`src/rtl/assert_macros.svh`:
```
// Assertion macros for the RTL file that checks itself.
// No dependencies; each macro expands to one labeled concurrent assertion.
`ifndef ASSERT_MACROS_SVH
`define ASSERT_MACROS_SVH

// Property must hold at every clock edge outside reset.
`define ASSERT_ALWAYS(label, clk, rst_n, prop, msg) \
    label: assert property (@(posedge clk) disable iff (!(rst_n)) (prop)) \
        else $error(msg);

// Condition must never be true outside reset.
`define ASSERT_NEVER(label, clk, rst_n, cond, msg) \
    label: assert property (@(posedge clk) disable iff (!(rst_n)) !(cond)) \
        else $error(msg);

`endif

```
`src/rtl/blpg_pkg.sv`:
```
// Shared types and codes for the line point generator.
// No dependencies; used by the setup unit and the top level.
package blpg_pkg;

    // command codes carried in the func field
    localparam logic FUNC_START   = 1'b0;
    localparam logic FUNC_ADVANCE = 1'b1;

    // per-axis step direction, two's complement -1/0/+1
    typedef logic [1:0] t_step;
    localparam t_step STEP_ZERO = 2'b00;
    localparam t_step STEP_POS  = 2'b01;
    localparam t_step STEP_NEG  = 2'b11;

    // direction control of one line
    typedef struct packed {
        t_step step_x;
        t_step step_y;
        logic  swap;    // major axis is y
    } t_dir;

endpackage

```
`src/rtl/blpg_cmd_if.sv`:
```
// Command channel of the line point generator: valid/ready plus endpoints.
// No dependencies.
interface blpg_cmd_if #(
    parameter int COORD_BITS = 11
);
    logic                         valid;
    logic                         ready;
    logic                         func;
    logic signed [COORD_BITS-1:0] start_x;
    logic signed [COORD_BITS-1:0] start_y;
    logic signed [COORD_BITS-1:0] end_x;
    logic signed [COORD_BITS-1:0] end_y;

    modport source (output valid, func, start_x, start_y, end_x, end_y, input ready);
    modport sink   (input valid, func, start_x, start_y, end_x, end_y, output ready);
endinterface

```
`src/rtl/blpg_pt_if.sv`:
```
// Point channel of the line point generator: valid/ready plus one point.
// No dependencies.
interface blpg_pt_if #(
    parameter int COORD_BITS = 11
);
    logic                         valid;
    logic                         ready;
    logic                         valid_res;
    logic signed [COORD_BITS-1:0] point_x;
    logic signed [COORD_BITS-1:0] point_y;
    logic                         last;

    modport source (output valid, valid_res, point_x, point_y, last, input ready);
    modport sink   (input valid, valid_res, point_x, point_y, last, output ready);
endinterface

```
`src/rtl/blpg_setup.sv`:
```
// Line setup: deltas, step signs, axis swap and initial error from endpoints.
// Depends on blpg_pkg. Purely combinational.
module blpg_setup import blpg_pkg::*; #(
    parameter int COORD_BITS = 11
) (
    input  logic signed [COORD_BITS-1:0] i_start_x,
    input  logic signed [COORD_BITS-1:0] i_start_y,
    input  logic signed [COORD_BITS-1:0] i_end_x,
    input  logic signed [COORD_BITS-1:0] i_end_y,
    output logic        [COORD_BITS:0]   o_major,
    output logic        [COORD_BITS:0]   o_minor,
    output logic signed [COORD_BITS+2:0] o_err,
    output t_dir                         o_dir
);

    logic signed [COORD_BITS:0] dx;
    logic signed [COORD_BITS:0] dy;
    logic        [COORD_BITS:0] abs_dx;
    logic        [COORD_BITS:0] abs_dy;
    logic                       swap;

    // signed differences, one bit wider than the coordinates
    assign dx = {i_end_x[COORD_BITS-1], i_end_x} - {i_start_x[COORD_BITS-1], i_start_x};
    assign dy = {i_end_y[COORD_BITS-1], i_end_y} - {i_start_y[COORD_BITS-1], i_start_y};

    assign abs_dx = dx[COORD_BITS] ? -dx : dx;
    assign abs_dy = dy[COORD_BITS] ? -dy : dy;

    // y is the major axis only when strictly steeper
    assign swap = abs_dy > abs_dx;

    assign o_major = swap ? abs_dy : abs_dx;
    assign o_minor = swap ? abs_dx : abs_dy;

    // 2*minor - major
    assign o_err = $signed({1'b0, o_minor, 1'b0}) - $signed({2'b00, o_major});

    always_comb begin
        o_dir.swap   = swap;
        o_dir.step_x = dx[COORD_BITS] ? STEP_NEG : ((dx != '0) ? STEP_POS : STEP_ZERO);
        o_dir.step_y = dy[COORD_BITS] ? STEP_NEG : ((dy != '0) ? STEP_POS : STEP_ZERO);
    end

endmodule

```
`src/rtl/bresenham_line_point_generator.sv`:
```
// Bresenham line point generator, all octants, one result beat per command beat.
// Depends on blpg_pkg, blpg_cmd_if, blpg_pt_if, blpg_setup, assert_macros.svh.
//
// Usage:
//   i_cmd carries commands. func = start loads two signed endpoints and
//   returns the start point; func = advance returns the next point of the
//   line. The point whose coordinates equal the end point has last = 1.
//   An advance with no line in progress returns a beat with valid_res = 0
//   and zero point fields; a start always replaces any line in progress.
//   o_pt carries exactly one result beat for every accepted command.
// Timing:
//   A command's result appears on o_pt in the cycle after it is accepted.
//   One command per cycle is accepted while o_pt does not stall; the step of
//   the error term and the coordinate update are combinational from line state.
//   When o_pt stalls, the result register holds and i_cmd.ready drops until
//   the waiting beat is taken; a beat taken frees the register in the same
//   cycle, so a new command is accepted alongside it.
// Reset:
//   Synchronous, active low. No line is active and o_pt is empty afterwards.
`include "assert_macros.svh"

module bresenham_line_point_generator import blpg_pkg::*; #(
    parameter int COORD_BITS = 11
) (
    input  logic        i_clk,
    input  logic        i_rst_n,
    blpg_cmd_if.sink    i_cmd,
    blpg_pt_if.source   o_pt
);

    localparam int DW = COORD_BITS + 1;   // delta and count width
    localparam int EW = COORD_BITS + 3;   // error term width

    // line state
    logic signed [COORD_BITS-1:0] r_cur_x, n_cur_x;
    logic signed [COORD_BITS-1:0] r_cur_y, n_cur_y;
    logic signed [EW-1:0]         r_err, n_err;
    logic        [DW-1:0]         r_major, n_major;
    logic        [DW-1:0]         r_minor, n_minor;
    t_dir                         r_dir, n_dir;
    logic        [DW-1:0]         r_points_left, n_points_left;
    logic                         r_active, n_active;

    // result register
    logic                         r_out_valid, n_out_valid;
    logic                         r_res_valid, n_res_valid;
    logic signed [COORD_BITS-1:0] r_pt_x, n_pt_x;
    logic signed [COORD_BITS-1:0] r_pt_y, n_pt_y;
    logic                         r_last, n_last;

    logic                         cmd_acc;

    // setup outputs
    logic        [DW-1:0]         su_major;
    logic        [DW-1:0]         su_minor;
    logic signed [EW-1:0]         su_err;
    t_dir                         su_dir;

    // advance datapath
    logic                         err_ge;
    logic signed [COORD_BITS-1:0] inc_x;
    logic signed [COORD_BITS-1:0] inc_y;
    logic signed [COORD_BITS-1:0] adv_x;
    logic signed [COORD_BITS-1:0] adv_y;
    logic signed [EW-1:0]         adv_err;
    logic        [DW-1:0]         adv_left;

    blpg_setup #(
        .COORD_BITS (COORD_BITS)
    ) u_setup (
        .i_start_x (i_cmd.start_x),
        .i_start_y (i_cmd.start_y),
        .i_end_x   (i_cmd.end_x),
        .i_end_y   (i_cmd.end_y),
        .o_major   (su_major),
        .o_minor   (su_minor),
        .o_err     (su_err),
        .o_dir     (su_dir)
    );

    // handshake: take a command whenever the result register is free or drains
    assign i_cmd.ready = !r_out_valid || o_pt.ready;
    assign cmd_acc     = i_cmd.valid && i_cmd.ready;

    // one Bresenham step from the current state
    assign err_ge = !r_err[EW-1];
    assign inc_x  = (!r_dir.swap || err_ge) ?
                    {{(COORD_BITS-2){r_dir.step_x[1]}}, r_dir.step_x} : '0;
    assign inc_y  = (r_dir.swap || err_ge) ?
                    {{(COORD_BITS-2){r_dir.step_y[1]}}, r_dir.step_y} : '0;
    assign adv_x  = r_cur_x + inc_x;
    assign adv_y  = r_cur_y + inc_y;
    assign adv_err = r_err + $signed({1'b0, r_minor, 1'b0})
                   - (err_ge ? $signed({1'b0, r_major, 1'b0}) : $signed(EW'(0)));
    assign adv_left = r_points_left - DW'(1);

    // next state and result
    always_comb begin
        n_cur_x       = r_cur_x;
        n_cur_y       = r_cur_y;
        n_err         = r_err;
        n_major       = r_major;
        n_minor       = r_minor;
        n_dir         = r_dir;
        n_points_left = r_points_left;
        n_active      = r_active;
        n_res_valid   = r_res_valid;
        n_pt_x        = r_pt_x;
        n_pt_y        = r_pt_y;
        n_last        = r_last;
        n_out_valid   = r_out_valid && !o_pt.ready;

        if (cmd_acc) begin
            n_out_valid = 1'b1;
            if (i_cmd.func == FUNC_START) begin
                n_cur_x       = i_cmd.start_x;
                n_cur_y       = i_cmd.start_y;
                n_err         = su_err;
                n_major       = su_major;
                n_minor       = su_minor;
                n_dir         = su_dir;
                n_points_left = su_major;
                n_active      = (su_major != '0);
                n_res_valid   = 1'b1;
                n_pt_x        = i_cmd.start_x;
                n_pt_y        = i_cmd.start_y;
                n_last        = (su_major == '0);
            end else if (r_active) begin
                n_cur_x       = adv_x;
                n_cur_y       = adv_y;
                n_err         = adv_err;
                n_points_left = adv_left;
                n_active      = (adv_left != '0);
                n_res_valid   = 1'b1;
                n_pt_x        = adv_x;
                n_pt_y        = adv_y;
                n_last        = (adv_left == '0);
            end else begin
                // advance with nothing to draw
                n_res_valid   = 1'b0;
                n_pt_x        = '0;
                n_pt_y        = '0;
                n_last        = 1'b0;
            end
        end
    end

    // control state
    always_ff @(posedge i_clk) begin
        if (!i_rst_n) begin
            r_active      <= 1'b0;
            r_points_left <= '0;
            r_out_valid   <= 1'b0;
        end else begin
            r_active      <= n_active;
            r_points_left <= n_points_left;
            r_out_valid   <= n_out_valid;
        end
    end

    // datapath and result payload
    always_ff @(posedge i_clk) begin
        r_cur_x     <= n_cur_x;
        r_cur_y     <= n_cur_y;
        r_err       <= n_err;
        r_major     <= n_major;
        r_minor     <= n_minor;
        r_dir       <= n_dir;
        r_res_valid <= n_res_valid;
        r_pt_x      <= n_pt_x;
        r_pt_y      <= n_pt_y;
        r_last      <= n_last;
    end

    assign o_pt.valid     = r_out_valid;
    assign o_pt.valid_res = r_res_valid;
    assign o_pt.point_x   = r_pt_x;
    assign o_pt.point_y   = r_pt_y;
    assign o_pt.last      = r_last;

    // checks
    `ASSERT_ALWAYS(a_active_matches_count, i_clk, i_rst_n,
        r_active == (r_points_left != '0), "active flag disagrees with point count")

    `ASSERT_NEVER(a_empty_beat_clean, i_clk, i_rst_n,
        o_pt.valid && !o_pt.valid_res && (o_pt.last || o_pt.point_x != '0 ||
        o_pt.point_y != '0), "empty result beat carries point data")

    `ASSERT_NEVER(a_stall_blocks_cmd, i_clk, i_rst_n,
        o_pt.valid && !o_pt.ready && i_cmd.ready, "command taken while result stalls")

    `ASSERT_ALWAYS(a_point_line_last, i_clk, i_rst_n,
        (cmd_acc && i_cmd.func == FUNC_START && i_cmd.start_x == i_cmd.end_x &&
        i_cmd.start_y == i_cmd.end_y) |=> (o_pt.valid && o_pt.valid_res && o_pt.last),
        "single point line not flagged last")

endmodule

```
`src/flat_wrapper.sv`:
```
// flat-port wrapper written by rule: the top's interface ports become plain ports
module bresenham_line_point_generator_flat import blpg_pkg::*;
#(
    parameter int COORD_BITS = 11
)
  (i_clk, i_rst_n, i_cmd_valid, i_cmd_func, i_cmd_start_x, i_cmd_start_y, i_cmd_end_x, i_cmd_end_y, i_cmd_ready, o_pt_valid, o_pt_valid_res, o_pt_point_x, o_pt_point_y, o_pt_last, o_pt_ready);
  blpg_cmd_if #(.COORD_BITS(COORD_BITS)) i_cmd_i ();
  blpg_pt_if #(.COORD_BITS(COORD_BITS)) o_pt_i ();
  input  logic i_clk;
  input  logic i_rst_n;
  input wire logic [$bits(i_cmd_i.valid)-1:0] i_cmd_valid;
  input wire logic [$bits(i_cmd_i.func)-1:0] i_cmd_func;
  input wire logic [$bits(i_cmd_i.start_x)-1:0] i_cmd_start_x;
  input wire logic [$bits(i_cmd_i.start_y)-1:0] i_cmd_start_y;
  input wire logic [$bits(i_cmd_i.end_x)-1:0] i_cmd_end_x;
  input wire logic [$bits(i_cmd_i.end_y)-1:0] i_cmd_end_y;
  output wire logic [$bits(i_cmd_i.ready)-1:0] i_cmd_ready;
  output wire logic [$bits(o_pt_i.valid)-1:0] o_pt_valid;
  output wire logic [$bits(o_pt_i.valid_res)-1:0] o_pt_valid_res;
  output wire logic [$bits(o_pt_i.point_x)-1:0] o_pt_point_x;
  output wire logic [$bits(o_pt_i.point_y)-1:0] o_pt_point_y;
  output wire logic [$bits(o_pt_i.last)-1:0] o_pt_last;
  input wire logic [$bits(o_pt_i.ready)-1:0] o_pt_ready;
  assign i_cmd_i.valid = i_cmd_valid;
  assign i_cmd_i.func = i_cmd_func;
  assign i_cmd_i.start_x = i_cmd_start_x;
  assign i_cmd_i.start_y = i_cmd_start_y;
  assign i_cmd_i.end_x = i_cmd_end_x;
  assign i_cmd_i.end_y = i_cmd_end_y;
  assign i_cmd_ready = i_cmd_i.ready;
  assign o_pt_valid = o_pt_i.valid;
  assign o_pt_valid_res = o_pt_i.valid_res;
  assign o_pt_point_x = o_pt_i.point_x;
  assign o_pt_point_y = o_pt_i.point_y;
  assign o_pt_last = o_pt_i.last;
  assign o_pt_i.ready = o_pt_ready;
  bresenham_line_point_generator #(.COORD_BITS(COORD_BITS)) u_core (.i_clk(i_clk), .i_rst_n(i_rst_n), .i_cmd(i_cmd_i), .o_pt(o_pt_i));
endmodule
```
`config.mk`:
```
export PLATFORM = sky130hd
export DESIGN_NAME = bresenham_line_point_generator_flat
export DESIGN_NICKNAME = d
export VERILOG_FILES = /design/src/rtl/blpg_pkg.sv /design/src/rtl/blpg_cmd_if.sv /design/src/rtl/blpg_pt_if.sv /design/src/rtl/blpg_setup.sv /design/src/rtl/bresenham_line_point_generator.sv /design/src/flat_wrapper.sv
export VERILOG_INCLUDE_DIRS = /design/src /design/src/rtl
export SDC_FILE = /design/constraint.sdc
export NUM_CORES = 1
export LEC_CHECK = 0
export BUFFER_PORTS_ARGS = -buffer_cell sky130_fd_sc_hd__buf_2
export CORE_UTILIZATION = 45
export CTS_BUF_LIST = sky130_fd_sc_hd__clkbuf_4 sky130_fd_sc_hd__clkbuf_8 sky130_fd_sc_hd__clkbuf_16
export DETAILED_ROUTE_END_ITERATION = 6
export SYNTH_ARGS = -nofsm -noshare
export SYNTH_HDL_FRONTEND = slang
export SYNTH_SLANG_ARGS = --single-unit
```
`constraint.sdc`:
```
create_clock -name i_clk -period 19.6 [get_ports i_clk]
set_clock_uncertainty 0.15 [all_clocks]
set_input_delay 1.96 -clock i_clk [delete_from_list [all_inputs] [get_ports i_clk]]
set_output_delay 1.96 -clock i_clk [all_outputs]
set_load 0.1 [all_outputs]
```
==> After elaboration in Yosys (flattened, before gate mapping) <==
Cells that the tools add are included.
{ "word_totals": {"ff_bits": 103, "inputBits": 49, "output_inout_bits": 26, "wordCells": 72} }
{ "classes": {"add_sub_neg": 10, "order_cmp": 1, "n_eq_ne": 1, "mux": 27, "bitwise_logic": 1, "n_reduce_logical": 17} }
{ "op_table": {"columns": ["operator", "count"], "rows": [
  ["$mux 11", 10],
  ["$mux 12", 6],
  ["$reduce_bool 12->1", 4],
  ["$mux 14", 2],
  ["$logic_not 12->1", 2],
  ["$neg 12->12", 2],
  ["$sub 11x11->12", 2],
  ["$add 11x11->11", 2],
  ["$add 14x14->14", 1],
  ["$sub 13x12->14", 1],
  ["$sub 14x14->14", 1],
  ["$mux 13", 1],
  ["$gt 12x12->1", 1],
  ["$sub 12x1->12 const B", 1],
  ["$mux 1", 8],
  ["$logic_not 1->1", 4],
  ["$reduce_and 2->1", 2],
  ["$logic_or 1x1->1", 3],
  ["$logic_and 1x1->1", 2],
  ["$ne 2x1->1 const B", 1],
  ["$not 1->1", 1]
]} }

==> Logic depth before layout (Yosys ltp) <==
Gate-level depths: netlist of the first run.
{ "logic_depth": {"depth_word": 7, "ltp_mapped": 40, "depth_no_buf": 36} }

==> Cells and area by module <==
Synthesis of the first run repeated with hierarchy kept, for this count alone.
{ "unflattened": {"cells_unflattened": 1015, "hier_area_um2": 9278.9} }
{ "by_module_without_submodules": {"columns": ["module", "instances", "cells_each", "area_per_inst_um2", "seq_area_each_um2"], "rows": [
  ["bresenham_line_point_generator", 1, 565, 6043.3, 2922.8],
  ["blpg_setup", 1, 450, 3235.6, 0.0]
]} }

==> Worst setup path before layout of the first run <==
OpenSTA, ideal clock, no wires.
{ "synth_path": {"path_kind": "input -> register", "start": "input i_cmd_start_x[5]", "end": "register u_core.r_err[10] (data pin)", "setup_time_ps": 265, "arrival_time_ps": 8657, "required_ps": 19185, "path_slack_ps": 10527, "stages": 39, "n_path_buf": 5, "path_cell_list": "inv_1 -> ha_1 -> clkbuf_1 -> nor3_1 -> nor2_1 -> o21a_1 -> a2111o_1 -> nand2_1 -> clkbuf_1 -> nor2_1 -> a21oi_1 -> ha_1 -> nor2b_1 -> o21a_1 -> o21ai_0 -> nand2b_1 -> a21oi_1 -> nor2_1 -> [... 3 more ...] -> o21ai_4 -> inv_2 -> buf_2 -> clkbuf_1 -> buf_1 -> nor2_1 -> a21oi_1 -> ha_1 -> a21o_1 -> o21ai_0 -> maj3_1 -> mux2i_1 -> maj3_2 -> a21oi_2 -> o21bai_1 -> a21o_1 -> nor4bb_1 -> or3_1"} }
{ "synth_via": {"elab_chain_len": 7, "elab_cells_between_ends": 8, "classes_between": "3 x add/sub; 1 x order compare; 4 x mux"} }
{ "synth_lines": {"columns": ["element", "line", "rtl"], "rows": [
  ["start: declaration", "flat_wrapper.sv:13", "input wire logic [$bits(i_cmd_i.start_x)-1:0] i_cmd_start_x;"],
  ["$sub 11x11->12 *", "blpg_setup.sv:23", "assign dx = {i_end_x[COORD_BITS-1], i_end_x} - {i_start_x[COORD_BITS-1], i_start_x};"],
  ["named net u_core.u_setup.dx[11]", "blpg_setup.sv:16", "logic signed [COORD_BITS:0] dx;"],
  ["$neg 12->12", "blpg_setup.sv:26", "assign abs_dx = dx[COORD_BITS] ? -dx : dx;"],
  ["$mux 12 *", "blpg_setup.sv:26", null],
  ["$gt 12x12->1 *", "blpg_setup.sv:30", "assign swap = abs_dy > abs_dx;"],
  ["named net u_core.u_setup.swap", "blpg_setup.sv:20", "logic swap;"],
  ["$mux 12 *", "blpg_setup.sv:33", "assign o_minor = swap ? abs_dx : abs_dy;"],
  ["named net u_core.su_minor[1]", "bresenham_line_point_generator.sv:55", "logic [DW-1:0] su_minor;"],
  ["$sub 13x12->14 *", "blpg_setup.sv:36", "assign o_err = $signed({1'b0, o_minor, 1'b0}) - $signed({2'b00, o_major});"],
  ["$mux 14 *", "bresenham_line_point_generator.sv:115", "if (i_cmd.func == FUNC_START) begin"],
  ["end signal: assignment", "bresenham_line_point_generator.sv:165", "r_err <= n_err;"],
  ["end: declaration", "bresenham_line_point_generator.sv:37", "logic signed [EW-1:0] r_err, n_err;"]
]} }
Mark *: on every way through the listed nets, which the timed path passes. The rest lies on a longest branch.
A chain may end at the register's enable or synchronous reset.

==> Worst setup path in the final report of the first run <==
{ "layout_path": {"start": "input i_cmd_start_y[2]", "end": "register u_core.r_err[10] (data pin)"} }
{ "layout_via": {"elab_chain_len": 7, "elab_cells_between_ends": 8, "classes_between": "3 x add/sub; 1 x order compare; 4 x mux"} }
{ "layout_lines": {"columns": ["element", "line", "rtl"], "rows": [
  ["start: declaration", "flat_wrapper.sv:14", "input wire logic [$bits(i_cmd_i.start_y)-1:0] i_cmd_start_y;"],
  ["$sub 11x11->12 *", "blpg_setup.sv:24", "assign dy = {i_end_y[COORD_BITS-1], i_end_y} - {i_start_y[COORD_BITS-1], i_start_y};"],
  ["$neg 12->12", "blpg_setup.sv:27", "assign abs_dy = dy[COORD_BITS] ? -dy : dy;"],
  ["$mux 12 *", "blpg_setup.sv:27", null],
  ["$gt 12x12->1", "blpg_setup.sv:30", null],
  ["$mux 12, on equally long branches", "blpg_setup.sv:33, blpg_setup.sv:32", null],
  ["$sub 13x12->14 *", "blpg_setup.sv:36", null],
  ["$mux 14 *", "bresenham_line_point_generator.sv:115", null]
]} }
Mark *: on every way between the ends. The rest lies on a longest branch, timed or not.

==> out/qor.yml, run 1 <==
hold_path:
  worst_hold_path_type: "flop to flop"
  holdPathStages: 2
critical_path:
  startpoint_type: "input pin"
  slowest_delay_ps: 670
  critPathMaxFanout: 32
  timing.rr.end: "u_core.r_err[13]"
  end_kind: "flop"
  slowest_stage: "a211oi_1"
  r2r_slack_ps: 15260
  cp_data_arrival_time_ps: 9930
  critical_path_required_ps: 19570
  crit_type: "input pin to flop"
  r2r_cells: 19
  crit_path_end: "u_core.r_err[10]"
  startpoint: "i_cmd_start_y[2]"
  regToRegStartpoint: "u_core.r_err[13]"
cts:
  clk_path_buf_depth: 2
  cts_tree: "done"
  cts_resized: 0
  cts_setup_buffers: 0
  cts_root_buf: "clkbuf_16"
  cts_sinks: 102
  cts_max_level: 3
  holdBufCountCts: 0
  insertion_delay_ps: 370
  clk_pin_slew_worst_paths_ps: 70
  cts_buffers: 9
yosys:
  synth_seq_area_share: 0.333
  synth_async_sr_flop_share: 0
  synth-edff-count: 88
  synth_area_per_cell_um2: 9.07
  synth-warning-count: 0
  synth_cell_types: 82
  synth.cell_area_um2: 8780
  ys_ff_latch: 102
  syn-num-nets: 1107
  synthCells: 968
  synth_ff_type: "edfxtp_1"
outcome:
  status: "completed"
timing:
  rsz0062_at_grt: "false"
  maxSlewHeadroom: 0.390
  min_period_ps: 9960
  worst_pin_slew_ps: 914
  tns_ps: 0
  hold_violations: 0
  report.final.slew_viol_count: 0
  finalSetupViolations: 0
  period_share: 0.508
  fmax_mhz: 100
floorplan:
  die-area_um2: 20100
  fp.dieW_um: 142
  initial_core_util: 0.465
  io_pins: 75
  dieHeight_um: 142
  coreArea_um2: 18900
  row_count: 50
finish:
  final_cells: 1296
  final_area_um2: 9700
  final_nets: 1170
  seq_area_um2: 2920
  layout-drive-gt1-share: 0.121
  multi_input_comb_area_um2: 5300
  fillCellCount: 1848
  final_util: 0.513
  num_antenna_cells: 0
  area_growth_syn_to_layout_pct: 10.5
pwr:
  ir_drop_mv: 0.0774
  p_per_area_nw_per_um2: 161
  p_leak_nw: 4.27
placement:
  dpl.hpwl_um: 15600
  place_congestion: 0.902
  dp.cells: 1280
  placed_cell_area_um2: 9410
  port_buffers: 74
route:
  drt_iter0_drc: 451
  wl_per_cell_um: 16.1
  dr.pass1.iters: 5
  vias: 7000
  viasPerCell: 5.40
  drt_wl_total_um: 20800
  drc: 0
  antenna_left: 0
global_route:
  grt_pass1_vias: 6813
  grt_usage: 0.220
  grt_max_degree: 93
  grt_overflow_total: 0
  antenna_found_initial: 0
  grt_pass1_wl_um: 34300
flow_run:
  max-cap-violations: 0
## final cells by class
| type | instances | area share |
|---|---|---|
| sequential | 102 | 0.301 |
| clock inverter | 7 | 0.00658 |
| inverter | 117 | 0.0453 |
| tap | 260 | 0.0335 |
| multi-input combinational | 720 | 0.546 |
| clock buffer | 9 | 0.0232 |
| timing repair buffer | 81 | 0.0436 |
## critical path: cells and delay by family
| family | cells | cell delay, ps |
|---|---|---|
| and+or+nand+nor | 8 | 1180 |
| adders and majority gates | 5 | 1650 |
| AOI/OAI and AO/OA | 15 | 4020 |
| muxes | 1 | 80 |
| buffers and inverters | 5 | 1020 |
## state kept, by name (all words and copies together) (netlist names)
| signal | count |
|---|---|
| u_core.o_pt.point_y | 11 |
| u_core.o_pt.point_x | 11 |
| u_core.o_pt.valid_res | 1 |
| u_core.r_points_left | 12 |
| u_core.r_cur_x | 11 |
| u_core.r_err | 13 |
| u_core.r_cur_y | 11 |
| u_core.r_major | 12 |
| u_core.r_active | 1 |
| u_core.r_dir | 5 |
| u_core.o_pt.valid | 1 |
| u_core.r_minor | 12 |
| u_core.o_pt.last | 1 |
## synthesized netlist by cell type (9+ instances only)
library cell | n | area share
fa_1 | 18 | 0.041
nor3_1 | 9 | 0.0051
xnor2_1 | 53 | 0.053
edfxtp_1 | 88 | 0.30
a21oi_1 | 76 | 0.043
a21o_1 | 30 | 0.026
nand2_1 | 64 | 0.027
and2_1 | 31 | 0.022
xor2_1 | 29 | 0.029
o21ai_0 | 58 | 0.033
o21bai_1 | 11 | 0.0094
clkbuf_1 | 20 | 0.0086
inv_1 | 115 | 0.049
nand2b_1 | 12 | 0.0086
nor2b_1 | 24 | 0.017
ha_1 | 72 | 0.10
o211ai_1 | 9 | 0.0077
nand3_1 | 16 | 0.0091
nor2_1 | 59 | 0.025
dfxtp_1 | 14 | 0.032
## routing by layer
layer | track usage | vias up | share of wire
li1 | - | 3548 | -
met4 | 0.0730 | 0 | 0.019
met2 | 0.357 | 157 | 0.45
met1 | 0.303 | 3273 | 0.49
met5 | 0 | - | 0
met3 | 0.0263 | 22 | 0.042
## metrics by stage
step                worst slack, ps  hold slack (ps)  power (mW)
floorplan                     10530              319        1.16
global placement               9580              341        1.38
detailed placement             9300              346        1.38
CTS                            9680              357        1.57
global route                   8860              403        1.71
finish                         9640              356        1.56
## cells in the final DEF, fill, tap and decap left out, drive strengths merged, types with 5 or more instances in the layout
cell,synthesis,layout
o21bai,11,11
a21boi,8,8
xnor2,53,53
edfxtp,88,88
o31ai,5,5
nor3,9,9
inv,117,122
mux2,5,5
nand3,16,16
o22ai,8,8
a22oi,6,6
maj3,6,6
nand2b,12,12
and3,8,8
a21oi,78,78
nand2,64,64
a211oi,8,8
and2,31,31
nor4,8,8
or3,9,9
nor2,60,60
buf,9,81
nor2b,25,25
xor2,30,30
fa,18,18
o211ai,9,9
clkbuf,20,9
a31oi,5,5
mux2i,9,9
ha,72,72
o21a,8,8
o21ai,60,60
dfxtp,14,14
a21o,30,30
## logic make-up (layout without fill, tap and decap cells)
group	count (synthesis)	after routing	share of synthesized area
xor gates and xnor gates	83	83	0.0837
adders and majority gates	96	96	0.151
and+or+nand+nor	265	265	0.156
AOI/OAI and AO/OA	262	262	0.196
muxes	14	14	0.0175
buffers and inverters	146	214	0.0634
DFF	102	102	0.333
## worst min path at each step
stage | start | to | slack, ps
after floorplan | u_core.r_points_left[11] | u_core.r_points_left[11] | 320
after global placement | u_core.r_points_left[11] | u_core.r_points_left[11] | 340
after detailed placement | u_core.r_points_left[11] | u_core.r_points_left[11] | 350
after CTS | u_core.r_points_left[11] | u_core.r_points_left[11] | 360
after global routing | u_core.r_points_left[1] | u_core.r_points_left[1] | 400
final | u_core.r_points_left[11] | u_core.r_points_left[11] | 360
## power breakdown
part / leakage [nW] / switching, mW / internal, mW
Sequential: 0.951 / 0.0135 / 0.312
Clock: 0.144 / 0.0902 / 0.0896
Combinational: 3.18 / 0.635 / 0.424
Total: 4.27 / 0.739 / 0.826
Power figures use the tool's default switching activity.
==> run 2, diff against run 1 <==
Clock period 19.6 ns to 9.3 ns, I/O delays scaled along.
==> run 2 against run 1 <==
Combinational power rose by 110%. Global-route usage is 0.096 points lower. Worst setup slack got worse by 8500 ps. Worst hold slack improved by 22 ps. Clock-buffer cell count up 1. Die area unchanged. Flip-flop and latch count unchanged. Core utilization grew 0.36 points. Register-to-register slack got worse by 11000 ps. Critical endpoint unchanged. Largest power group unchanged.
==> out/qor.yml, run 2 (synthesis gave the netlist of run 1 again) <==
outcome:
  status: "completed"
timing:
  fin_hold_ws_ps: 379
  report.final.slew_viol_count: 0
  rsz0062_at_grt: "false"
  fmax_mhz: 122
  hold_violations: 0
  min_period_ps: 8180
  maxSlewHeadroom: 0.334
  period_share: 0.880
  finalSetupViolations: 0
  worst_pin_slew_ps: 999
  tns_ps: 0
global_route:
  use_met2: 0.358
  grt_max_degree: 93
  grtUsageMet3: 0.0287
  antenna_found_initial: 0
  grt_pass1_wl_um: 34000
  grt_usage: 0.219
  busiest_layer: "met2"
  use_met1: 0.303
  grt_pass1_vias: 6629
  grt_overflow_total: 0
finish:
  layout-drive-gt1-share: 0.124
  final_common_cell: "inv_1"
  regMostFlops: "u_core.r_err"
  area_growth_syn_to_layout_pct: 11.3
  final_cell_mix: "inv_1, edfxtp_1, a21oi_1"
  num_antenna_cells: 0
  final_nets: 1174
  largest_register_ffs: 13
placement:
  port_buffers: 74
  dpl.hpwl_um: 15900
  place_congestion: 0.926
floorplan:
  dieHeight_um: 142
  initial_core_util: 0.465
  coreArea_um2: 18900
  row_count: 50
  io_pins: 75
  fp.dieW_um: 142
  die-area_um2: 20100
critical_path:
  startpoint_type: "input pin"
  critPathMaxFanout: 14
  critical_path_required_ps: 9260
  cp_data_arrival_time_ps: 8140
  end_kind: "flop"
  slowest_stage: "a2111o_1"
  slowest_delay_ps: 450
  crit_type: "input pin to flop"
route:
  wl_per_cell_um: 16.0
  drt_iter0_drc: 384
  viasPerCell: 5.35
  drt_wl_total_um: 20800
  drc: 0
  antenna_left: 0
  dr.pass1.iters: 6
  vias: 6953
cts:
  clk_path_buf_depth: 2
  cts_sinks: 102
  clk_pin_slew_worst_paths_ps: 70
  cts_buffers: 9
  holdBufCountCts: 0
  cts_tree: "done"
  insertion_delay_ps: 360
  cts_root_buf: "clkbuf_16"
  cts_setup_buffers: 0
  cts_max_level: 3
  cts_resized: 0
pwr:
  p_leak_nw: 4.31
  ir_drop_mv: 0.127
  p_per_area_nw_per_um2: 344
hold_path:
  worst_hold_path_type: "flop to flop"
flow_run:
  max-cap-violations: 0
==> run 2: final cells by class <==
cell class              count  area, µm²
fillers                  1843       9130
clock inverters             6       93.8
flip-flops and latches    102       2920
multi-input cells         720       5300
well taps                 260        325
repair buffers             85        453
inverters                 117        439
clock buffers              10        233
==> run 2: power by group <==
part	total, mW	switching, mW	internal (mW)	leakage [nW]
sequential	0.697	0.0392	0.657	0.951
clock	0.418	0.177	0.241	0.157
combinational	2.25	1.34	0.907	3.20
==> run 2: path summary, 6_finish.rpt <==
check	startpoint	to	slack [ps]	cells past startpoint
worst max-delay path	i_cmd_end_x[4]	u_core.r_err[10]	1120	34
worst min-delay path	u_core.o_pt.valid	u_core.o_pt.valid	380	2
worst max register to register	u_core.r_err[13]	u_core.r_err[13]	4630	18
worst min register to register	u_core.o_pt.valid	u_core.o_pt.valid	380	2
==> run 2: metrics by stage <==
| stage | cells | area, µm² | utilization | total power, mW | setup WS (ps) |
|---|---|---|---|---|---|
| floorplan | 968 | 8780 | - | 2.45 | 1260 |
| global placement | 1284 | 9440 | 0.500 | 2.93 | 1020 |
| detailed placement | 1284 | 9440 | 0.500 | 2.94 | 845 |
| CTS | 1300 | 9770 | 0.517 | 3.38 | 1200 |
| global route | 1300 | 9770 | 0.517 | 3.68 | 549 |
| finish | 1300 | 9770 | 0.517 | 3.36 | 1120 |
==> run 2: worst max-delay path: cells and delay by family <==
family,cells,cell delay [ps]
buf+inv,3,420
compound gates,15,3450
fa+ha+maj,5,1680
mux,1,70
simple gates,10,1590
==> run 2: routing by layer <==
layer | part of all wire | wire length [µm]
met1 | 0.50 | 10300
met3 | 0.032 | 667
met5 | 0 | 0
met4 | 0.014 | 293
met2 | 0.46 | 9540
